`src/desm_pkg.sv`:
```
// ----------------------------------------------------------------------------
// desm_pkg
// Shared types, constants and table builders for the dithered ellipse span
// mask: item layouts, register map, Bayer matrix and squared thresholds.
// ----------------------------------------------------------------------------
package desm_pkg;

  localparam int FRAME_WIDTH_DEF      = 640;
  localparam int THRESH_FRAC_BITS_DEF = 16;
  localparam int QUEUE_DEPTH          = 4;

  localparam logic [9:0] CENTER_X_RST = 10'd320;
  localparam logic [9:0] CENTER_Y_RST = 10'd180;
  localparam logic [9:0] RADIUS_X_RST = 10'd205;
  localparam logic [9:0] RADIUS_Y_RST = 10'd122;

  // Configuration register map
  typedef enum logic [1:0] {
    REG_CENTER_X = 2'd0,
    REG_CENTER_Y = 2'd1,
    REG_RADIUS_X = 2'd2,
    REG_RADIUS_Y = 2'd3
  } reg_index_t;

  typedef struct packed {
    logic [9:0] center_x;
    logic [9:0] center_y;
    logic [9:0] radius_x;
    logic [9:0] radius_y;
  } cfg_t;

  typedef struct packed {
    logic [9:0] pos_x;
    logic [9:0] pos_y;
    logic       row_end;
  } samp_t;

  typedef struct packed {
    logic [9:0]  span_x;
    logic [9:0]  span_y;
    logic [10:0] span_width;
  } span_t;

  // Classified sample handed from the front to the back
  typedef struct packed {
    logic [9:0] pos_x;
    logic [9:0] pos_y;
    logic       row_end;
    logic       clear;
  } cls_t;

  localparam logic [3:0] BAYER [4][4] = '{
    '{4'd0,  4'd8,  4'd2,  4'd10},
    '{4'd12, 4'd4,  4'd14, 4'd6},
    '{4'd3,  4'd11, 4'd1,  4'd9},
    '{4'd15, 4'd7,  4'd13, 4'd5}
  };

  typedef longint unsigned qtab_t [16];

  // Squared threshold (1.31 - 0.02*b)^2 with frac fraction bits, rounded half up
  function automatic qtab_t q_table(int frac);
    qtab_t          tab;
    longint unsigned t;
    for (int b = 0; b < 16; b++) begin
      t = longint'(131 - 2 * b);
      tab[b] = (((t * t) << frac) + 64'd5000) / 64'd10000;
    end
    return tab;
  endfunction

endpackage

```
`src/desm_back.sv`:
```
// ----------------------------------------------------------------------------
// desm_back
// Run tracker: turns classified samples into clear spans and holds each
// span in an output register until it is taken.
// ----------------------------------------------------------------------------
module desm_back import desm_pkg::*; (
  input  logic  clk,
  input  logic  rst,
  input  logic  in_valid,
  output logic  in_ready,
  input  cls_t  in_data,
  output logic  out_valid,
  input  logic  out_ready,
  output span_t out_data
);

  logic        run_open, run_open_next;
  logic [9:0]  run_start, run_start_next;
  logic        emit;
  logic [10:0] end_x;
  logic        take;

  assign in_ready = !out_valid || out_ready;
  assign take     = in_valid && in_ready;

  always_comb begin
    run_open_next  = run_open;
    run_start_next = run_start;
    emit           = 1'b0;
    end_x          = {1'b0, in_data.pos_x};
    if (in_data.clear && !run_open) begin
      run_open_next  = 1'b1;
      run_start_next = in_data.pos_x;
    end else if (!in_data.clear && run_open) begin
      emit          = 1'b1;
      run_open_next = 1'b0;
    end
    if (!emit && in_data.row_end && run_open_next) begin
      emit          = 1'b1;
      end_x         = {1'b0, in_data.pos_x} + 11'd2;
      run_open_next = 1'b0;
    end
  end

  always_ff @(posedge clk) begin
    if (rst) begin
      run_open  <= 1'b0;
      run_start <= '0;
      out_valid <= 1'b0;
    end else begin
      if (take) begin
        run_open  <= run_open_next;
        run_start <= run_start_next;
      end
      if (take && emit) begin
        out_valid <= 1'b1;
      end else if (out_ready) begin
        out_valid <= 1'b0;
      end
    end
  end

  always_ff @(posedge clk) begin
    if (take && emit) begin
      out_data.span_x     <= run_start_next;
      out_data.span_y     <= in_data.pos_y;
      out_data.span_width <= end_x - {1'b0, run_start_next};
    end
  end

  a_emit_closes: assert property (@(posedge clk) disable iff (rst)
    (take && emit) |=> !run_open)
    else $error("run still open after span emitted");

  a_clear_opens: assert property (@(posedge clk) disable iff (rst)
    (take && in_data.clear && !run_open && !in_data.row_end) |=> run_open)
    else $error("clear sample did not open a run");

endmodule

```
`config.mk`:
```
export PLATFORM = sky130hd
export DESIGN_NAME = desm_back
export DESIGN_NICKNAME = d
export VERILOG_FILES = /design/src/desm_pkg.sv /design/src/desm_back.sv
export SDC_FILE = /design/constraint.sdc
export NUM_CORES = 1
export LEC_CHECK = 0
export BUFFER_PORTS_ARGS = -buffer_cell sky130_fd_sc_hd__buf_2
export CAP_MARGIN = 20
export CORE_UTILIZATION = 52
export CTS_CLUSTER_DIAMETER = 60
export CTS_CLUSTER_SIZE = 40
export DETAILED_ROUTE_END_ITERATION = 8
export PLACE_DENSITY = 0.76
export SYNTH_ARGS = -nofsm -noshare
export SYNTH_HDL_FRONTEND = slang
export SYNTH_SLANG_ARGS = --single-unit
export TNS_END_PERCENT = 50
```
`constraint.sdc`:
```
create_clock -name clk -period 2.7 [get_ports clk]
set_input_delay 0.135 -clock clk [delete_from_list [all_inputs] [get_ports clk]]
set_output_delay 0.135 -clock clk [all_outputs]
set_load 0.01 [all_outputs]
```
==> impl_metrics.toml, run 1 <==
[detailed_routing]
drtPass1Iterations = 4
viasPerCell = 4.97
drt_iter0_markers = 68
routed_wirelength_um = 3810
drcViolationCount = 0
vias = 1500
routedWlPerCell_um = 12.6
drtAntennaViolNets = 0

[power_and_ir_drop]
p_per_area_nw_per_um2 = 559
leakage_uw = 0.00114
power_uw = 1480
peakVddDrop_uv = 416

[synth]
yosysWarningCount = 0
yosysSeqAreaShare = 0.543
synth_cell_types = 39
async_flop_share = 0
syn-cell-area_sq_um = 2160
synth_top_flop_cell = "edfxtp_1"
avgSynthCellArea_sq_um = 11.8
syn_inst = 182
synth_fp_nets = 220
synth_edf_count = 31
ys_seq_elements = 43

[clock_tree]
cts.sinks = 43
worstSkewPairLatency_ns = 0.29
ctsHoldBuffers = 0
cts_buffers = 5
cts_setup_buffers = 0
postCtsResizedCells = 0
cts_buffer_depth = 2
cts_tree = "built"
root_buffer = "clkbuf_8"
cts_max_level = 2
path_clk_slew_ns = 0.07

[global_routing]
met1_usage = 0.249
grt_max_degree = 21
gr-total-overflow = 0
grt_pass1_wl_um = 6090
grt_use_met3 = 0.0552
grt_pass1_vias = 1354
groute.usage.overall = 0.187
top_usage_layer = "met2"
antenna_found_initial = 0
gr-usage-met2 = 0.293

[finish]
most-common-layout-cells = "buf_2, edfxtp_1, nor2_1"
fillCellCount = 300
layout_commonest_cell = "buf_2"
final_nets = 290
layout-drive-gt1-share = 0.353
utilization = 0.662
diodes = 0
area_delta_synth_final_pct = 22.8

[critical_path]
crit_fanout = 5
worst_setup_path_end_kind = "flop"
worstSetupPathType = "flop to flop"
required_ns = 2.74
r2r_start = "run_open$_SDFFE_PP0P_"
r2r-end = "out_data[8]$_DFFE_PP_"
reg2reg_depth = 10
reg2reg_slack_ns = 0.17
startpoint_type = "flop"
cp.arrival_ns = 2.57

[placed_design]
port_buffers = 58
hpwl_um = 2990
gp_congestion = 0.826

[timing]
tightest_slew_ns = 0.798
fin_skew_ns = 0.00247
fin_tns_setup_ns = 0
setup_violations = 0
fmax_mhz = 395
holdWs_ns = 0.0168
finalCriticalPeriod_ns = 2.53
max_slew_margin = 0.468
slew_viol_final = 0
hold_viol_final = 0
fin_crit_sh = 0.939
rsz0062_at_grt = "no"

[floorplan]
fp.dieH_um = 66.4
fp.dieArea_sq_um = 4410
io_pins = 59
start_util = 0.539
die_x_um = 66.4
std_cell_rows = 23
coreArea_sq_um = 4000

[worst_hold_path]
min_path_type = "input port to flop"
worstHoldStart = "in_data[5]"
worstHoldPathCells = 1
hold_path_end = "out_data[14]$_DFFE_PP_"

[job]
max_cap_viol_count = 0

[outcome]
status = "complete, no violations"
==> synth_stat cells (2+ instances only) <==
library cell / count / area, sq um
inv_1: 13 / 48.8
nor3_1: 2 / 10.0
nand2_1: 8 / 30.0
edfxtp_1: 31 / 931
nand3_1: 6 / 30.0
nand2b_1: 3 / 18.8
a21oi_1: 11 / 55.1
buf_2: 3 / 15.0
xnor2_1: 7 / 61.3
a211oi_2: 9 / 113
dfxtp_1: 12 / 240
xor2_1: 9 / 78.8
o21ai_0: 4 / 20.0
nand4_1: 3 / 18.8
nor2_1: 19 / 71.3
mux2i_1: 9 / 90.1
ha_1: 11 / 138
==> layer usage <==
metal	part of all wire	routed length (um)
met2	0.43	1660
met5	0	0
met1	0.49	1880
met4	0.011	40
met3	0.062	235
==> final cells by class <==
cell class,count,area [sq um],area share
multi-input cells,121,910,0.344
flip-flops and latches,43,1170,0.442
clock buffers,5,68.8,0.0260
well taps,50,62.6,0.0236
repair buffers,68,378,0.143
clock inverters,2,8.76,0.00331
inverters,13,48.8,0.0184
==> registers in the layout, indices dropped and copies added (netlist names) <==
signal / count
run_start: 10
run_open: 1
out_data: 31
out_valid: 1
==> worst max path at each step <==
stage	from	to	cells after the start
global route	run_open$_SDFFE_PP0P_	out_data[8]$_DFFE_PP_	10
floorplan	out_valid$_SDFFE_PP0P_	out_data[0]$_DFFE_PP_	3
finish	run_open$_SDFFE_PP0P_	out_data[8]$_DFFE_PP_	10
detailed placement	run_open$_SDFFE_PP0P_	out_data[8]$_DFFE_PP_	10
global placement	run_open$_SDFFE_PP0P_	out_data[8]$_DFFE_PP_	10
CTS	run_open$_SDFFE_PP0P_	out_data[8]$_DFFE_PP_	10
==> metrics by stage <==
stage | setup WS, ns | instances | area [sq um]
2_1_floorplan | 0.123 | 182 | 2160
3_3_place_gp | 0.273 | 295 | 2570
3_5_place_dp | 0.212 | 295 | 2570
4_1_cts | 0.183 | 302 | 2650
5_1_grt | 0.0219 | 302 | 2650
6_report | 0.165 | 302 | 2650
==> cell families after synthesis <==
group	synth area share
simple gates	0.106
flops	0.543
compound gates	0.122
buf+inv	0.0366
xor+xnor	0.0650
fa+ha+maj	0.0731
mux	0.0540
==> where the power goes <==
group	switching [uW]	leakage [uW]	internal, uW
clock network	200	0.0000414	172
registers	10.6	0.000385	762
logic	186	0.000711	151
total	396	0.00114	1090
==> critical path: stages, from the launching register on <==
cell	delay (ns)
dfxtp_1	0.32
and2b_1	0.32
mux2_4	0.21
ha_1	0.16
inv_1	0.06
fa_1	0.40
a21oi_1	0.20
o211ai_1	0.15
nor2_1	0.19
a21oi_1	0.12
xor2_1	0.16
Note: power is estimated with default switching activity, not from simulation.
==> run 2: changes to the inputs <==
Settings changed: RECOVER_POWER set to 25.
==> run 2 against run 1 <==
Against the previous run:
- global-route usage did not move
- routed wire length is 0.13% higher
- first-iteration DRC count decreased by 4.4%
- utilization down 0.47 points
- sequential power is essentially flat
- critical path depth is the same
- design area down 0.71%
- fmax is the same
- flip-flop and latch count is the same
- die area unchanged
- sequential share of layout area is 0.32 points higher
- critical path type unchanged
- largest cell class unchanged
==> impl_metrics.toml, run 2 (synthesis results as in run 1) <==
[outcome]
status = "complete, no violations"

[power_and_ir_drop]
p_per_area_nw_per_um2 = 562
peakVddDrop_uv = 416
leakage_uw = 0.00109

[critical_path]
worst_setup_path_end_kind = "flop"
reg2reg_depth = 10
required_ns = 2.74
reg2reg_slack_ns = 0.17
r2r_start = "run_open$_SDFFE_PP0P_"
r2r-end = "out_data[8]$_DFFE_PP_"
startpoint_type = "flop"
cp.arrival_ns = 2.57
worstSetupPathType = "flop to flop"
crit_fanout = 5

[timing]
fin_crit_sh = 0.939
hold_viol_final = 0
fmax_mhz = 395
tightest_slew_ns = 0.798
fin_tns_setup_ns = 0
fin_skew_ns = 0.00247
slew_viol_final = 0
setup_violations = 0
holdWs_ns = 0.0167
rsz0062_at_grt = "no"
max_slew_margin = 0.468
finalCriticalPeriod_ns = 2.53

[clock_tree]
cts_buffer_depth = 2
path_clk_slew_ns = 0.07
postCtsResizedCells = 0
cts_setup_buffers = 0
ctsHoldBuffers = 0
cts.sinks = 43
root_buffer = "clkbuf_8"
cts_max_level = 2
worstSkewPairLatency_ns = 0.29
cts_buffers = 5
cts_tree = "built"

[finish]
final_nets = 290
regMostFlops = "out_data"
diodes = 0
most-common-layout-cells = "buf_2, edfxtp_1, nor2_1"
area_delta_synth_final_pct = 21.9
largest_register_ffs = 31
layout_commonest_cell = "buf_2"
stdcell_count = 302
layout-drive-gt1-share = 0.294
reg_top3 = "out_data: 31 flops, run_start: 10 flops"
fillCellCount = 304

[detailed_routing]
drtAntennaViolNets = 0
drt-met1-wl_um = 1880
routed_wirelength_um = 3810
drtPass1Iterations = 4
drcViolationCount = 0
wl_met2_um = 1660
drt_iter0_markers = 65
routed-wl-met3_um = 236
routedWlPerCell_um = 12.6
top_layer = "met4"
viasPerCell = 4.96
vias = 1499

[floorplan]
start_util = 0.539
coreArea_sq_um = 4000
fp.dieArea_sq_um = 4410
die_x_um = 66.4
fp.dieH_um = 66.4
std_cell_rows = 23
io_pins = 59

[global_routing]
groute.usage.overall = 0.187
antenna_found_initial = 0
grt_max_degree = 21
gr-total-overflow = 0
grt_pass1_wl_um = 6090
grt_pass1_vias = 1354

[worst_hold_path]
hold_path_end = "out_data[14]$_DFFE_PP_"
min_path_type = "input port to flop"
worstHoldStart = "in_data[5]"
worstHoldPathCells = 1

[job]
max_cap_viol_count = 0

[placed_design]
port_buffers = 58
hpwl_um = 2990
placed_cells = 295
gp_congestion = 0.826
==> run 2: worst max-delay path by stage <==
stage | endpoint | cells past startpoint | startpoint
CTS | out_data[8]$_DFFE_PP_ | 10 | run_open$_SDFFE_PP0P_
finish | out_data[8]$_DFFE_PP_ | 10 | run_open$_SDFFE_PP0P_
global placement | out_data[8]$_DFFE_PP_ | 10 | run_open$_SDFFE_PP0P_
global route | out_data[8]$_DFFE_PP_ | 10 | run_open$_SDFFE_PP0P_
detailed placement | out_data[8]$_DFFE_PP_ | 10 | run_open$_SDFFE_PP0P_
floorplan | out_data[0]$_DFFE_PP_ | 3 | out_valid$_SDFFE_PP0P_
==> run 2: area by class of cell <==
cell class / count / area, sq um / area share
clock buffers: 5 / 68.8 / 0.0262
clock inverters: 2 / 8.76 / 0.00333
inverters: 13 / 48.8 / 0.0186
multi-input cells: 121 / 910 / 0.346
flip-flops and latches: 43 / 1170 / 0.446
well taps: 50 / 62.6 / 0.0238
repair buffers: 68 / 359 / 0.137
==> run 2: per-layer routing <==
metal,global-route usage,up-vias
met3,0.0552,4
met5,0,-
li1,-,788
met2,0.293,51
met1,0.249,656
met4,0.0559,0
==> run 2: report_power, final <==
group	total [uW]	internal, uW	switching [uW]
combinational	333	148	186
sequential	773	763	10.9
clock	371	172	199
==> run 2: worst max-delay path: stages, from the launching register on <==
cell and delay (ns):
dfxtp_1 0.32, and2b_1 0.32, mux2_4 0.21, ha_1 0.16
inv_1 0.06, fa_1 0.40, a21oi_1 0.20, o211ai_1 0.15
nor2_1 0.19, a21oi_1 0.12, xor2_1 0.16
==> run 2: stage by stage <==
stage	worst slack, ns	cell area (sq um)	power (uW)	util
2_1_floorplan	0.123	2160	1010	-
3_3_place_gp	0.273	2570	1110	0.642
3_5_place_dp	0.212	2570	1120	0.642
4_1_cts	0.183	2650	1490	0.662
5_1_grt	0.0219	2630	1550	0.657
6_report	0.165	2630	1480	0.657
