--- config.mk ---
export PLATFORM = sky130hd
export DESIGN_NAME = desm_queue
export DESIGN_NICKNAME = d
export VERILOG_FILES = /design/src/desm_pkg.sv /design/src/desm_queue.sv
export SDC_FILE = /design/constraint.sdc
export NUM_CORES = 1
export LEC_CHECK = 0
export BUFFER_PORTS_ARGS = -buffer_cell sky130_fd_sc_hd__buf_2
export CAP_MARGIN = 20
export CORE_MARGIN = 2
export CORE_UTILIZATION = 55
export DETAILED_ROUTE_END_ITERATION = 12
export HOLD_SLACK_MARGIN = 0.1
export PLACE_DENSITY = 0.88
export SLEW_MARGIN = 0
export SYNTH_ARGS = -nofsm -noshare
export SYNTH_HDL_FRONTEND = slang
export SYNTH_SLANG_ARGS = --single-unit
export TNS_END_PERCENT = 100
--- constraint.sdc ---
create_clock -name clk -period 3.57 [get_ports clk]
set_clock_uncertainty 0.2 [all_clocks]
set_input_delay 0.5355 -clock clk [delete_from_list [all_inputs] [get_ports clk]]
set_output_delay 0.5355 -clock clk [all_outputs]
set_load 0.01 [all_outputs]
--- src/desm_pkg.sv ---
// ----------------------------------------------------------------------------
// desm_pkg
// Shared types, constants and table builders for the dithered ellipse span
// mask: item layouts, register map, Bayer matrix and squared thresholds.
// ----------------------------------------------------------------------------
package desm_pkg;

  localparam int FRAME_WIDTH_DEF      = 640;
  localparam int THRESH_FRAC_BITS_DEF = 16;
  localparam int QUEUE_DEPTH          = 4;

  localparam logic [9:0] CENTER_X_RST = 10'd320;
  localparam logic [9:0] CENTER_Y_RST = 10'd180;
  localparam logic [9:0] RADIUS_X_RST = 10'd205;
  localparam logic [9:0] RADIUS_Y_RST = 10'd122;

  // Configuration register map
  typedef enum logic [1:0] {
    REG_CENTER_X = 2'd0,
    REG_CENTER_Y = 2'd1,
    REG_RADIUS_X = 2'd2,
    REG_RADIUS_Y = 2'd3
  } reg_index_t;

  typedef struct packed {
    logic [9:0] center_x;
    logic [9:0] center_y;
    logic [9:0] radius_x;
    logic [9:0] radius_y;
  } cfg_t;

  typedef struct packed {
    logic [9:0] pos_x;
    logic [9:0] pos_y;
    logic       row_end;
  } samp_t;

  typedef struct packed {
    logic [9:0]  span_x;
    logic [9:0]  span_y;
    logic [10:0] span_width;
  } span_t;

  // Classified sample handed from the front to the back
  typedef struct packed {
    logic [9:0] pos_x;
    logic [9:0] pos_y;
    logic       row_end;
    logic       clear;
  } cls_t;

  localparam logic [3:0] BAYER [4][4] = '{
    '{4'd0,  4'd8,  4'd2,  4'd10},
    '{4'd12, 4'd4,  4'd14, 4'd6},
    '{4'd3,  4'd11, 4'd1,  4'd9},
    '{4'd15, 4'd7,  4'd13, 4'd5}
  };

  typedef longint unsigned qtab_t [16];

  // Squared threshold (1.31 - 0.02*b)^2 with frac fraction bits, rounded half up
  function automatic qtab_t q_table(int frac);
    qtab_t          tab;
    longint unsigned t;
    for (int b = 0; b < 16; b++) begin
      t = longint'(131 - 2 * b);
      tab[b] = (((t * t) << frac) + 64'd5000) / 64'd10000;
    end
    return tab;
  endfunction

endpackage

--- src/desm_queue.sv ---
// ----------------------------------------------------------------------------
// desm_queue
// Small show-ahead FIFO of classified samples between front and back.
// ----------------------------------------------------------------------------
module desm_queue import desm_pkg::*; #(
  parameter int DEPTH = QUEUE_DEPTH
) (
  input  logic clk,
  input  logic rst,
  input  logic push_valid,
  output logic push_ready,
  input  cls_t push_data,
  output logic pop_valid,
  input  logic pop_ready,
  output cls_t pop_data
);

  localparam int AW = (DEPTH > 1) ? $clog2(DEPTH) : 1;
  localparam int CNT_W = $clog2(DEPTH + 1);

  cls_t             entries [DEPTH];
  logic [AW-1:0]    wr_ptr, rd_ptr;
  logic [CNT_W-1:0] count;
  logic             push, pop;

  assign push_ready = count != CNT_W'(DEPTH);
  assign pop_valid  = count != '0;
  assign push       = push_valid && push_ready;
  assign pop        = pop_valid && pop_ready;
  assign pop_data   = entries[rd_ptr];

  always_ff @(posedge clk) begin
    if (push) begin
      entries[wr_ptr] <= push_data;
    end
  end

  always_ff @(posedge clk) begin
    if (rst) begin
      wr_ptr <= '0;
      rd_ptr <= '0;
      count  <= '0;
    end else begin
      if (push) begin
        wr_ptr <= (wr_ptr == AW'(DEPTH - 1)) ? '0 : wr_ptr + 1'b1;
      end
      if (pop) begin
        rd_ptr <= (rd_ptr == AW'(DEPTH - 1)) ? '0 : rd_ptr + 1'b1;
      end
      case ({push, pop})
        2'b10:   count <= count + 1'b1;
        2'b01:   count <= count - 1'b1;
        default: count <= count;
      endcase
    end
  end

  a_count_bound: assert property (@(posedge clk) disable iff (rst)
    count <= CNT_W'(DEPTH))
    else $error("queue fill beyond depth");

  a_count_hold: assert property (@(posedge clk) disable iff (rst)
    (push && pop) |=> count == $past(count))
    else $error("queue fill moved on simultaneous push and pop");

endmodule

==> metrics.md, run 1 <==
| Metric | Value |
|---|---|
| Least setup slack across all paths after layout | 0.856 ns |
| Final hold violation count | 0 |
| Maximum ir drop on the vdd rail | 457 uV |
| Crit path largest cell delay | 0.86 ns |
| Pin count of the biggest net entering global routing | 23 |
| Total of hold buffers inserted after clock tree synthesis | 0 |
| Met1 Use GR | 21.5% |
| Biggest fanout along the worst timing path | 22 |
| Slowest library cell on the worst path | dfxtp_2 |
| DR vias | 1685 |
| Yosys reg bits | 97 |
| Largest area contributor in the synthesized netlist | edfxtp_1 |
| Static leakage | 1.45 nW |
| Number of antenna violations at the first check in global routing | 0 |
| Max-cap check violation count | 0 |
| Fraction of final layout cells sized beyond drive strength 1 | 41.7% |
| Num ports | 50 |
| Post-CTS Repair Setup Buffers | 0 |
| Half-perimeter wire length after placement | 3.44 mm |
| Data arrival time of the worst path | 1.98 ns |
| Top cells by area in the synthesized netlist | edfxtp_1 72%, mux4_2 14%, dfxtp_1 4.9% |
| Type of the worst min-delay path | in -> reg |
| Post-Synthesis Cells | 166 |
| Worst setup path class | reg -> out |
| Overall power consumption | 2.71 mW |
| Average via count per standard cell | 5.52 |
| Pre-CTS setup slack | 0.930 ns |
| Tmin final | 2.71 ns |
| CTS Sinks | 97 |
| Clock transition time at the flip-flop clock pins of the worst setup and hold paths | 0.09 ns |
| TritonCTS clock tree | yes |
| All-Layer GR Usage | 16.5% |
| Cell Area, Synth | 0.00366 mm2 |
| Row Count | 29 |
| Standard cell area after detailed placement | 0.00399 mm2 |
| Final-report max-slew violation count | 0 |
| Wire length of the first global-routing pass | 8.83 mm |
| Die ar. | 0.00732 mm2 |
| RSZ-0062 raised after global routing | no |
| Total nets after synthesis | 199 |
| H-tree depth | 3 |
| Transition time at the pin with the least slew margin | 0.796 ns |
| Final ANT Viol Nets | 0 |
| Peak Freq | 368 MHz |
| Capturing element type of the critical path | primary output |
| Worst relative slew slack | 46.9% |
| Portion of synthesized cell area occupied by the leading cell type | 72.3% |
| Synth-to-Final Area Change | 14.1% |
| Total Wirelength | 5.64 mm |
| CP Cell Sequence | mux4_2 > buf_2 |
| Die extent in x | 85.5 um |
| Final net count | 256 |
| Worst endpoint required time | 2.83 ns |
| Core ar. | 0.00639 mm2 |
| Residual DRC | 0 |
| Longest Clk Path Bufs | 2 |
| Total CTS buffers | 9 |
| Pwr per Cell Area | 649 mW/mm2 |
| CP Launch Type | flop |
| First-pass iteration count of the detailed router | 4 |
| Root Driver | clkbuf_8 |
| Vertical die dimension | 85.5 um |
| Average routed wire per standard cell | 18.5 um |
| Latest clock arrival within the worst-skew pair | 0.34 ns |
| Number of inserted diodes | 0 |
| Portion of the post-synthesis area used by sequential elements | 77.2% |
| Port bufs | 49 |
| Overflow left after global routing | 0 |
| RD Place Congestion | 0.684 |
| Part of the cycle the worst path needs | 76.0% |
| Initial standard-cell utilization of the core | 57.3% |
| Global route hottest layer | met2 |
| Finished Cell Area | 0.00417 mm2 |
| Number of filler cells placed in the layout | 413 |
| Number of design-rule violations left by the first detailed-router iteration | 118 |
| Final count of negative-setup-slack endpoints | 0 |
| Outcome | completed |
| GRT met2 Usage | 27.5% |
| Accumulated negative setup slack | 0 ns |
| Grt met3 use | 5.29% |
| Cells resized by post-CTS repair | 0 |
| Yosys warning count | 0 |
| Mean Syn Cell Area | 22.0 um2 |
| Via count of the first global-routing pass | 1769 |
| Count of distinct cell types in the synthesized netlist | 25 |
==> sequential cells by signal, indices dropped and copies added (netlist names), named ones only <==
signal and count:
entries 88, wr_ptr 2, rd_ptr 2, count 3
==> metal layers <==
layer	routed length, um	up-vias	part of all wire (%)
met4	0	0	0
met3	287	0	5.1
met5	0	-	0
li1	-	782	-
met1	2370	850	42
met2	2980	53	53
==> layout make-up <==
type | instances | area, um2 | area share [%]
flip-flops and latches | 97 | 2820 | 67.7
multi-input cells | 57 | 774 | 18.6
repair buffers | 52 | 268 | 6.42
clock buffers | 10 | 128 | 3.06
well taps | 77 | 96.3 | 2.31
clock inverters | 6 | 58.8 | 1.41
inverters | 6 | 22.5 | 0.540
==> cell families after synthesis <==
logic type	after synthesis	share of synthesized area, %
multiplexers	24	14.1
AO/OA/AOI/OAI	7	1.23
flip-flops	97	77.2
adder cells (fa/ha/maj)	7	2.60
XOR/XNOR	2	0.479
AND/OR/NAND/NOR	17	2.77
buffers and inverters	12	1.64
==> cell usage in the layout, fill, tap and decap left out <==
cell,netlist,layout
a211o_1,1,1
a21oi_1,3,3
and3_1,2,2
and3_2,2,2
buf_2,0,49
buf_4,2,3
bufinv_16,0,1
clkbuf_1,0,1
clkbuf_8,0,9
clkinv_1,0,1
clkinv_2,0,2
clkinvlp_4,0,2
dfxtp_1,9,8
dfxtp_2,0,1
edfxtp_1,88,88
fa_1,1,1
ha_1,6,6
inv_1,6,6
mux2i_1,2,2
mux4_2,22,22
nand2_1,1,1
nand2_2,1,1
nand2b_1,2,2
nor2_1,4,4
o21ai_0,1,1
o21ai_2,1,1
o31ai_1,1,1
or3_1,2,2
or3_2,2,2
or3b_1,1,1
xor2_1,2,2
==> worst max-delay path: cells and delay by family (launching register included) <==
family | cells | cell delay (ns)
flip-flops | 1 | 0.86
multiplexers | 1 | 0.62
buffers and inverters | 1 | 0.16
==> power by group <==
part / switching [mW] / leakage, nW / internal [mW]
sequential: 0.104 / 0.882 / 1.37
combinational: 0.274 / 0.478 / 0.304
clock: 0.335 / 0.0897 / 0.319
total: 0.713 / 1.45 / 1.99
==> cell usage after synthesis <==
library cell	instances
a211o_1	1
a21oi_1	3
and3_1	2
and3_2	2
buf_1	3
buf_4	2
buf_6	1
dfxtp_1	9
edfxtp_1	88
fa_1	1
ha_1	6
inv_1	6
mux2i_1	2
mux4_2	22
nand2_1	1
nand2_2	1
nand2b_1	2
nor2_1	4
o21ai_0	1
o21ai_2	1
o31ai_1	1
or3_1	2
or3_2	2
or3b_1	1
xor2_1	2
==> path summary, 6_finish.rpt <==
path	startpoint	to	slack [ns]	cells after the start
worst min-delay path	push_data[16]	entries[3][16]$_DFFE_PP_	0.21	1
worst min register to register	rd_ptr[0]$_SDFFE_PP0P_	flop	0.31	2
worst max-delay path	flop	pop_data[9]	0.86	2
worst max register to register	count[2]$_SDFFE_PP0P_	count[2]$_SDFFE_PP0P_	0.92	8
==> through the flow <==
| step | std cells | utilization (%) | hold WS, ns |
|---|---|---|---|
| global placement | 289 | 62.4 | 0.276 |
| detailed placement | 289 | 62.4 | 0.295 |
| CTS | 305 | 65.3 | 0.191 |
| global route | 305 | 65.3 | 0.178 |
| finish | 305 | 65.3 | 0.207 |
| floorplan | 166 | - | 0.263 |
No activity file was read; power rests on OpenSTA's default activity.
==> inputs of run 2 (changes only) <==
==> constraint.sdc (replaced) <==
create_clock -name clk -period 2.8 [get_ports clk]
set_clock_uncertainty 0.2 [all_clocks]
set_input_delay 0.42 -clock clk [delete_from_list [all_inputs] [get_ports clk]]
set_output_delay 0.42 -clock clk [all_outputs]
set_load 0.01 [all_outputs]
==> run 2 against run 1 <==
Against the previous run: routed wire length increased by 3.5%; sequential power rose by 22%; combinational power grew 48%; total power grew 29%; setup slack worse by 0.65 ns; clock power increased by 26%; utilization rose by 3.8 points; non-clock buffer count up 23; worst hold slack got worse by 0.067 ns; design area up 5.9%; critical endpoint is now count[2]$_SDFFE_PP0P_; largest cell class unchanged; highest routed layer is now met4.
==> metrics.md, run 2 (synthesis results as in run 1) <==
| Metric | Value |
|---|---|
| Final count of negative-setup-slack endpoints | 0 (unchanged) |
| Port bufs | 49 (unchanged) |
| Initial standard-cell utilization of the core | 57.3% (unchanged) |
| Final net count | 279 (was 256) |
| Via count of the first global-routing pass | 1877 (was 1769) |
| Worst path buffer plus inverter count | 1 (unchanged) |
| Worst endpoint required time | 2.88 ns (was 2.83 ns) |
| TritonCTS clock tree | yes (unchanged) |
| Least setup slack across all paths after layout | 0.210 ns (was 0.856 ns) |
| Part of the total power dissipated in the clock network | 23.7% (was 24.2%) |
| Biggest registers after layout | entries: 88 flops, count: 3 flops (unchanged) |
| Commonest cells after routing, fill and taps aside | 88 x edfxtp_1, 49 x buf_2, 22 x mux4_2, 22 x dlygate4sd3_1, 9 x clkbuf_8 (was 88 x edfxtp_1, 49 x buf_2, 22 x mux4_2, 9 x clkbuf_8, 8 x dfxtp_1) |
| Total Wirelength | 5.84 mm (was 5.64 mm) |
| Die ar. | 0.00732 mm2 (unchanged) |
| Most flop-heavy register | entries (unchanged) |
| Data arrival time of the worst path | 2.67 ns (was 1.98 ns) |
| Final hold violation count | 0 (unchanged) |
| Fraction of final layout cells sized beyond drive strength 1 | 36.7% (was 41.7%) |
| Root Driver | clkbuf_8 (unchanged) |
| Family with the most delay on the worst path | simple AND/OR/NAND/NOR gates (was flip-flops) |
| Wire length of the first global-routing pass | 9.25 mm (was 8.83 mm) |
| Overflow left after global routing | 0 (unchanged) |
| Vertical die dimension | 85.5 um (unchanged) |
| Latest clock arrival within the worst-skew pair | 0.34 ns (about the same) |
| Comb power frac | 24.5% (was 21.4%) |
| Longest Clk Path Bufs | 2 (unchanged) |
| Tmin final | 2.59 ns |
| Worst setup path class | reg -> reg (was reg -> out) |
| Switching pwr | 0.891 mW (was 0.713 mW) |
| Biggest fanout along the worst timing path | 7 (was 22) |
| End-of-flow core utilization | 69.2% (was 65.3%) |
| First-pass iteration count of the detailed router | 4 (unchanged) |
| Internal power component | 2.59 mW (was 1.99 mW) |
| Final-report max-slew violation count | 0 (unchanged) |
| CP Cell Sequence | or3b_1 > nand2_2 > ha_1 > inv_1 > fa_1 > xor2_1 > or3_2 > a21oi_1 (was mux4_2 > buf_2) |
| Type of the worst min-delay path | in -> reg (unchanged) |
| Switching part of the total | 25.6% (was 26.3%) |
| Maximum ir drop on the vdd rail | 544 uV (was 457 uV) |
| DR vias | 1800 (was 1685) |
| Number of design-rule violations left by the first detailed-router iteration | 69 (was 118) |
| Transition time at the pin with the least slew margin | 0.580 ns (was 0.796 ns) |
| All-Layer GR Usage | 17.2% (was 16.5%) |
| Crit path largest cell delay | 0.47 ns (was 0.86 ns) |
| Post-CTS Repair Setup Buffers | 0 (unchanged) |
| Max-cap check violation count | 0 (unchanged) |
| Capturing element type of the critical path | flop (was primary output) |
| Number of inserted diodes | 0 (unchanged) |
| Average via count per standard cell | 5.49 (was 5.52) |
| Number of antenna violations at the first check in global routing | 0 (unchanged) |
| Final ANT Viol Nets | 0 (unchanged) |
| H-tree depth | 3 (unchanged) |
| Cells resized by post-CTS repair | 0 (unchanged) |
| Static leakage | 1.55 nW (was 1.45 nW) |
| Pin count of the biggest net entering global routing | 23 (unchanged) |
| Accumulated negative setup slack | 0 ns (unchanged) |
| Total of hold buffers inserted after clock tree synthesis | 22 (was 0) |
| Half-perimeter wire length after placement | 3.54 mm (was 3.44 mm) |
| Flip-flop count of the largest register, all copies and words added | 88 (unchanged) |
| CP Launch Type | flop (unchanged) |
| Clock transition time at the flip-flop clock pins of the worst setup and hold paths | 0.08 ns (was 0.09 ns) |
| Synth-to-Final Area Change | 20.8% (was 14.1%) |
| Num ports | 50 (unchanged) |
| Slowest library cell on the worst path | or3b_1 (was dfxtp_2) |
| CTS Sinks | 97 (unchanged) |
| Row Count | 29 (unchanged) |
| Residual DRC | 0 (unchanged) |
| Peak Freq | 386 MHz |
| Register share of total power | 51.7% (was 54.5%) |
| Pre-CTS setup slack | 0.218 ns (was 0.930 ns) |
| Average routed wire per standard cell | 17.8 um (was 18.5 um) |
| Part of the cycle the worst path needs | 92.5% |
| Pwr per Cell Area | 788 mW/mm2 (was 649 mW/mm2) |
| RD Place Congestion | 0.717 (was 0.684) |
| RSZ-0062 raised after global routing | no (unchanged) |
| Worst relative slew slack | 61.3% (was 46.9%) |
| Die extent in x | 85.5 um (unchanged) |
| Outcome | completed (unchanged) |
| Commonest non-fill, non-tap cell in the layout | edfxtp_1 (unchanged) |
| Total CTS buffers | 9 (unchanged) |
| Core ar. | 0.00639 mm2 (unchanged) |
==> run 2: changes by cell type in the layout (fill, tap and decap cells not counted) <==
| cell | previous run | this run |
|---|---|---|
| buf_16 | 0 | 1 |
| buf_4 | 3 | 2 |
| buf_8 | 0 | 1 |
| clkbuf_1 | 1 | 6 |
| clkinv_1 | 1 | 0 |
| clkinv_2 | 2 | 0 |
| clkinvlp_4 | 2 | 0 |
| dlygate4sd3_1 | 0 | 22 |
==> run 2: layout make-up <==
class                           instances  area (um2)
Clock buffer                           15         146
Tap cell                               77        96.3
Fill cell                             396        1970
Sequential cell                        97        2820
Timing Repair Buffer                   75         523
Inverter                                6        22.5
Multi-Input combinational cell         57         774
Clock inverter                          1        30.0
==> run 2: metrics by stage <==
stage	cells	hold WS [ns]	power, mW	cell area [um2]
floorplan	166	0.263	2.40	3660
global placement	288	0.284	2.64	3980
detailed placement	288	0.295	2.66	3980
CTS	326	0.131	3.50	4370
global route	328	0.162	3.64	4420
finish	328	0.139	3.48	4420
==> run 2: worst paths after layout <==
kind / start / end / slack [ns] / cells past startpoint
worst min register to register: count[2]$_SDFFE_PP0P_ / count[2]$_SDFFE_PP0P_ / 0.31 / 2
worst min-delay path: rst / count[2]$_SDFFE_PP0P_ / 0.14 / 2
worst max-delay path: count[2]$_SDFFE_PP0P_ / count[2]$_SDFFE_PP0P_ / 0.21 / 8
worst max register to register: count[2]$_SDFFE_PP0P_ / count[2]$_SDFFE_PP0P_ / 0.21 / 8
==> run 2: routing by layer <==
| layer | wire, um | vias up | track usage [%] |
|---|---|---|---|
| li1 | - | 835 | - |
| met3 | 215 | 13 | 3.18 |
| met1 | 2440 | 906 | 22.3 |
| met2 | 3050 | 46 | 28.5 |
| met5 | 0 | - | 0 |
| met4 | 131 | 0 | 8.37 |
==> run 2: power by group through the flow <==
stage | Clock [mW] | Sequential (mW) | Combinational, mW
2_1_floorplan | 0 | 1.82 | 0.572
3_3_place_gp | 0 | 1.83 | 0.811
5_1_grt | 0.890 | 1.82 | 0.930
4_1_cts | 0.844 | 1.80 | 0.847
6_report | 0.825 | 1.80 | 0.854
3_5_place_dp | 0 | 1.84 | 0.818
==> inputs of run 3 (changes only) <==
--- a/config.mk
+++ b/config.mk
@@ -9,6 +9,7 @@
 export CAP_MARGIN = 20
 export CORE_MARGIN = 2
 export CORE_UTILIZATION = 55
+export CTS_BUF_LIST = sky130_fd_sc_hd__clkbuf_16
 export DETAILED_ROUTE_END_ITERATION = 12
 export HOLD_SLACK_MARGIN = 0.1
 export PLACE_DENSITY = 0.88
==> run 3 against run 2 <==
Against the previous run: first-iteration DRC count increased by 38%; via count decreased by 1.7%; global-route usage decreased by 0.13 points; clock power increased by 37%; largest power group unchanged.
==> metrics.md, run 3 (synthesis results as in run 1) <==
| Metric | Value |
|---|---|
| Final-report max-slew violation count | 0 (unchanged) |
| Wire length of the first global-routing pass | 9.09 mm (was 9.25 mm) |
| Number of inserted diodes | 0 (unchanged) |
| Number of antenna violations at the first check in global routing | 0 (unchanged) |
| Tmin final | 2.59 ns (about the same) |
| Final hold violation count | 0 (unchanged) |
| First-pass iteration count of the detailed router | 4 (unchanged) |
| Worst relative slew slack | 60.6% (was 61.3%) |
| Total Wirelength | 5.76 mm (was 5.84 mm) |
| Type of the worst min-delay path | in -> reg (unchanged) |
| Static leakage | 1.55 nW (about the same) |
| DR vias | 1769 (was 1800) |
| Transition time at the pin with the least slew margin | 0.591 ns (was 0.580 ns) |
| Commonest non-fill, non-tap cell in the layout | edfxtp_1 (unchanged) |
| Cells resized by post-CTS repair | 0 (unchanged) |
| Overflow left after global routing | 0 (unchanged) |
| Average routed wire per standard cell | 18.5 um (was 17.8 um) |
| Core ar. | 0.00639 mm2 (unchanged) |
| Latest clock arrival within the worst-skew pair | 0.33 ns (was 0.34 ns) |
| CTS Sinks | 97 (unchanged) |
| Number of design-rule violations left by the first detailed-router iteration | 95 (was 69) |
| CP Cell Sequence | or3b_1 > nand2_2 > ha_1 > inv_1 > fa_1 > xor2_1 > or3_2 > a21oi_1 (unchanged) |
| Total CTS buffers | 9 (unchanged) |
| Family with the most delay on the worst path | simple AND/OR/NAND/NOR gates (unchanged) |
| Part of the cycle the worst path needs | 92.5% (about the same) |
| Accumulated negative setup slack | 0 ns (unchanged) |
| Overall power consumption | 3.77 mW (was 3.48 mW) |
| Number of filler cells placed in the layout | 402 (was 396) |
| RSZ-0062 raised after global routing | no (unchanged) |
| Placed cell count | 288 (unchanged) |
| Pin count of the biggest net entering global routing | 23 (unchanged) |
| Flip-flop count of the largest register, all copies and words added | 88 (unchanged) |
| Worst path buffer plus inverter count | 1 (unchanged) |
| Longest Clk Path Bufs | 2 (unchanged) |
| Final std cells w/o fill | 311 (was 328) |
| Total of hold buffers inserted after clock tree synthesis | 5 (was 22) |
| Final net count | 262 (was 279) |
| Port bufs | 49 (unchanged) |
| Crit path largest cell delay | 0.47 ns (about the same) |
| Slowest library cell on the worst path | or3b_1 (unchanged) |
| Num ports | 50 (unchanged) |
| Capturing element type of the critical path | flop (unchanged) |
| Row Count | 29 (unchanged) |
| Die extent in x | 85.5 um (unchanged) |
| Final ANT Viol Nets | 0 (unchanged) |
| Clock transition time at the flip-flop clock pins of the worst setup and hold paths | 0.06 ns (was 0.08 ns) |
| Data arrival time of the worst path | 2.65 ns (was 2.67 ns) |
| Most flop-heavy register | entries (unchanged) |
| Initial standard-cell utilization of the core | 57.3% (unchanged) |
| Peak Freq | 386 MHz (about the same) |
| Fraction of final layout cells sized beyond drive strength 1 | 39.3% (was 36.7%) |
| Synth-to-Final Area Change | 18.9% (was 20.8%) |
| Worst endpoint required time | 2.86 ns (was 2.88 ns) |
| Post-CTS Repair Setup Buffers | 0 (unchanged) |
| Average via count per standard cell | 5.69 (was 5.49) |
| TritonCTS clock tree | yes (unchanged) |
| H-tree depth | 3 (unchanged) |
| CP Launch Type | flop (unchanged) |
| Final count of negative-setup-slack endpoints | 0 (unchanged) |
| Worst setup path class | reg -> reg (unchanged) |
| Outcome | completed (unchanged) |
| Pwr per Cell Area | 867 mW/mm2 (was 788 mW/mm2) |
| Via count of the first global-routing pass | 1836 (was 1877) |
| Max-cap check violation count | 0 (unchanged) |
| Biggest fanout along the worst timing path | 7 (unchanged) |
| Biggest registers after layout | entries: 88 flops, count: 3 flops (unchanged) |
| Half-perimeter wire length after placement | 3.54 mm (unchanged) |
| Commonest cells after routing, fill and taps aside | 88 x edfxtp_1, 49 x buf_2, 22 x mux4_2, 12 x inv_1, 9 x clkbuf_16 (was 88 x edfxtp_1, 49 x buf_2, 22 x mux4_2, 22 x dlygate4sd3_1, 9 x clkbuf_8) |
| Vertical die dimension | 85.5 um (unchanged) |
| RD Place Congestion | 0.717 (unchanged) |
| Root Driver | clkbuf_16 (was clkbuf_8) |
| Maximum ir drop on the vdd rail | 517 uV (was 544 uV) |
| Residual DRC | 0 (unchanged) |
| Die ar. | 0.00732 mm2 (unchanged) |
| All-Layer GR Usage | 17.1% (was 17.2%) |
run 3: changes by cell type in the layout (fill, tap and decap cells not counted), sizes merged:
cell | previous run | this run
clkbuf | 15 | 9
dlygate4sd3 | 22 | 5
inv | 6 | 12
run 3: final cells by class:
cell class | count | area [um2] | share of cell area (%)
clock buffers | 9 | 225 | 5.18
clock inverters | 7 | 52.6 | 1.21
inverters | 6 | 22.5 | 0.518
multi-input cells | 57 | 774 | 17.8
flip-flops and latches | 97 | 2820 | 64.9
well taps | 77 | 96.3 | 2.22
repair buffers | 58 | 353 | 8.12
run 3: where the power goes:
| part | switching, mW | internal (mW) | total, mW |
|---|---|---|---|
| sequential | 0.0541 | 1.75 | 1.80 |
| combinational | 0.425 | 0.410 | 0.835 |
| clock | 0.459 | 0.672 | 1.13 |
run 3: path summary, 6_finish.rpt:
path | from | slack [ns] | end | depth (start not counted)
setup / recovery | count[2]$_SDFFE_PP0P_ | 0.21 | count[2]$_SDFFE_PP0P_ | 8
hold / removal | push_data[4] | 0.11 | entries[1][4]$_DFFE_PP_ | 1
setup reg to reg | count[2]$_SDFFE_PP0P_ | 0.21 | count[2]$_SDFFE_PP0P_ | 8
hold reg to reg | count[2]$_SDFFE_PP0P_ | 0.31 | count[2]$_SDFFE_PP0P_ | 2
run 3: routing by layer:
metal	share of wire [%]	routed length, um	up-vias	global-route usage [%]
met4	1.9	112	0	8.23
met1	42	2410	886	21.7
met3	5.0	288	15	4.23
li1	-	-	806	-
met5	0	0	-	0
met2	51	2950	62	28.0
run 3: worst register-to-register path: stages (launching register included):
cell and delay (ns):
dfxtp_1 0.36, or3b_1 0.47, nand2_2 0.15, ha_1 0.19
inv_1 0.06, fa_1 0.37, xor2_1 0.16, or3_2 0.41
a21oi_1 0.14
run 3: metrics by stage:
step	instance area (um2)	hold WS, ns	setup slack (ns)	util [%]
after floorplan	3660	0.263	0.345	-
after global placement	3980	0.284	0.313	62.3
after detailed placement	3980	0.295	0.218	62.3
after CTS	4310	0.100	0.203	67.4
after global routing	4350	0.109	0.0711	68.1
final	4350	0.106	0.210	68.1
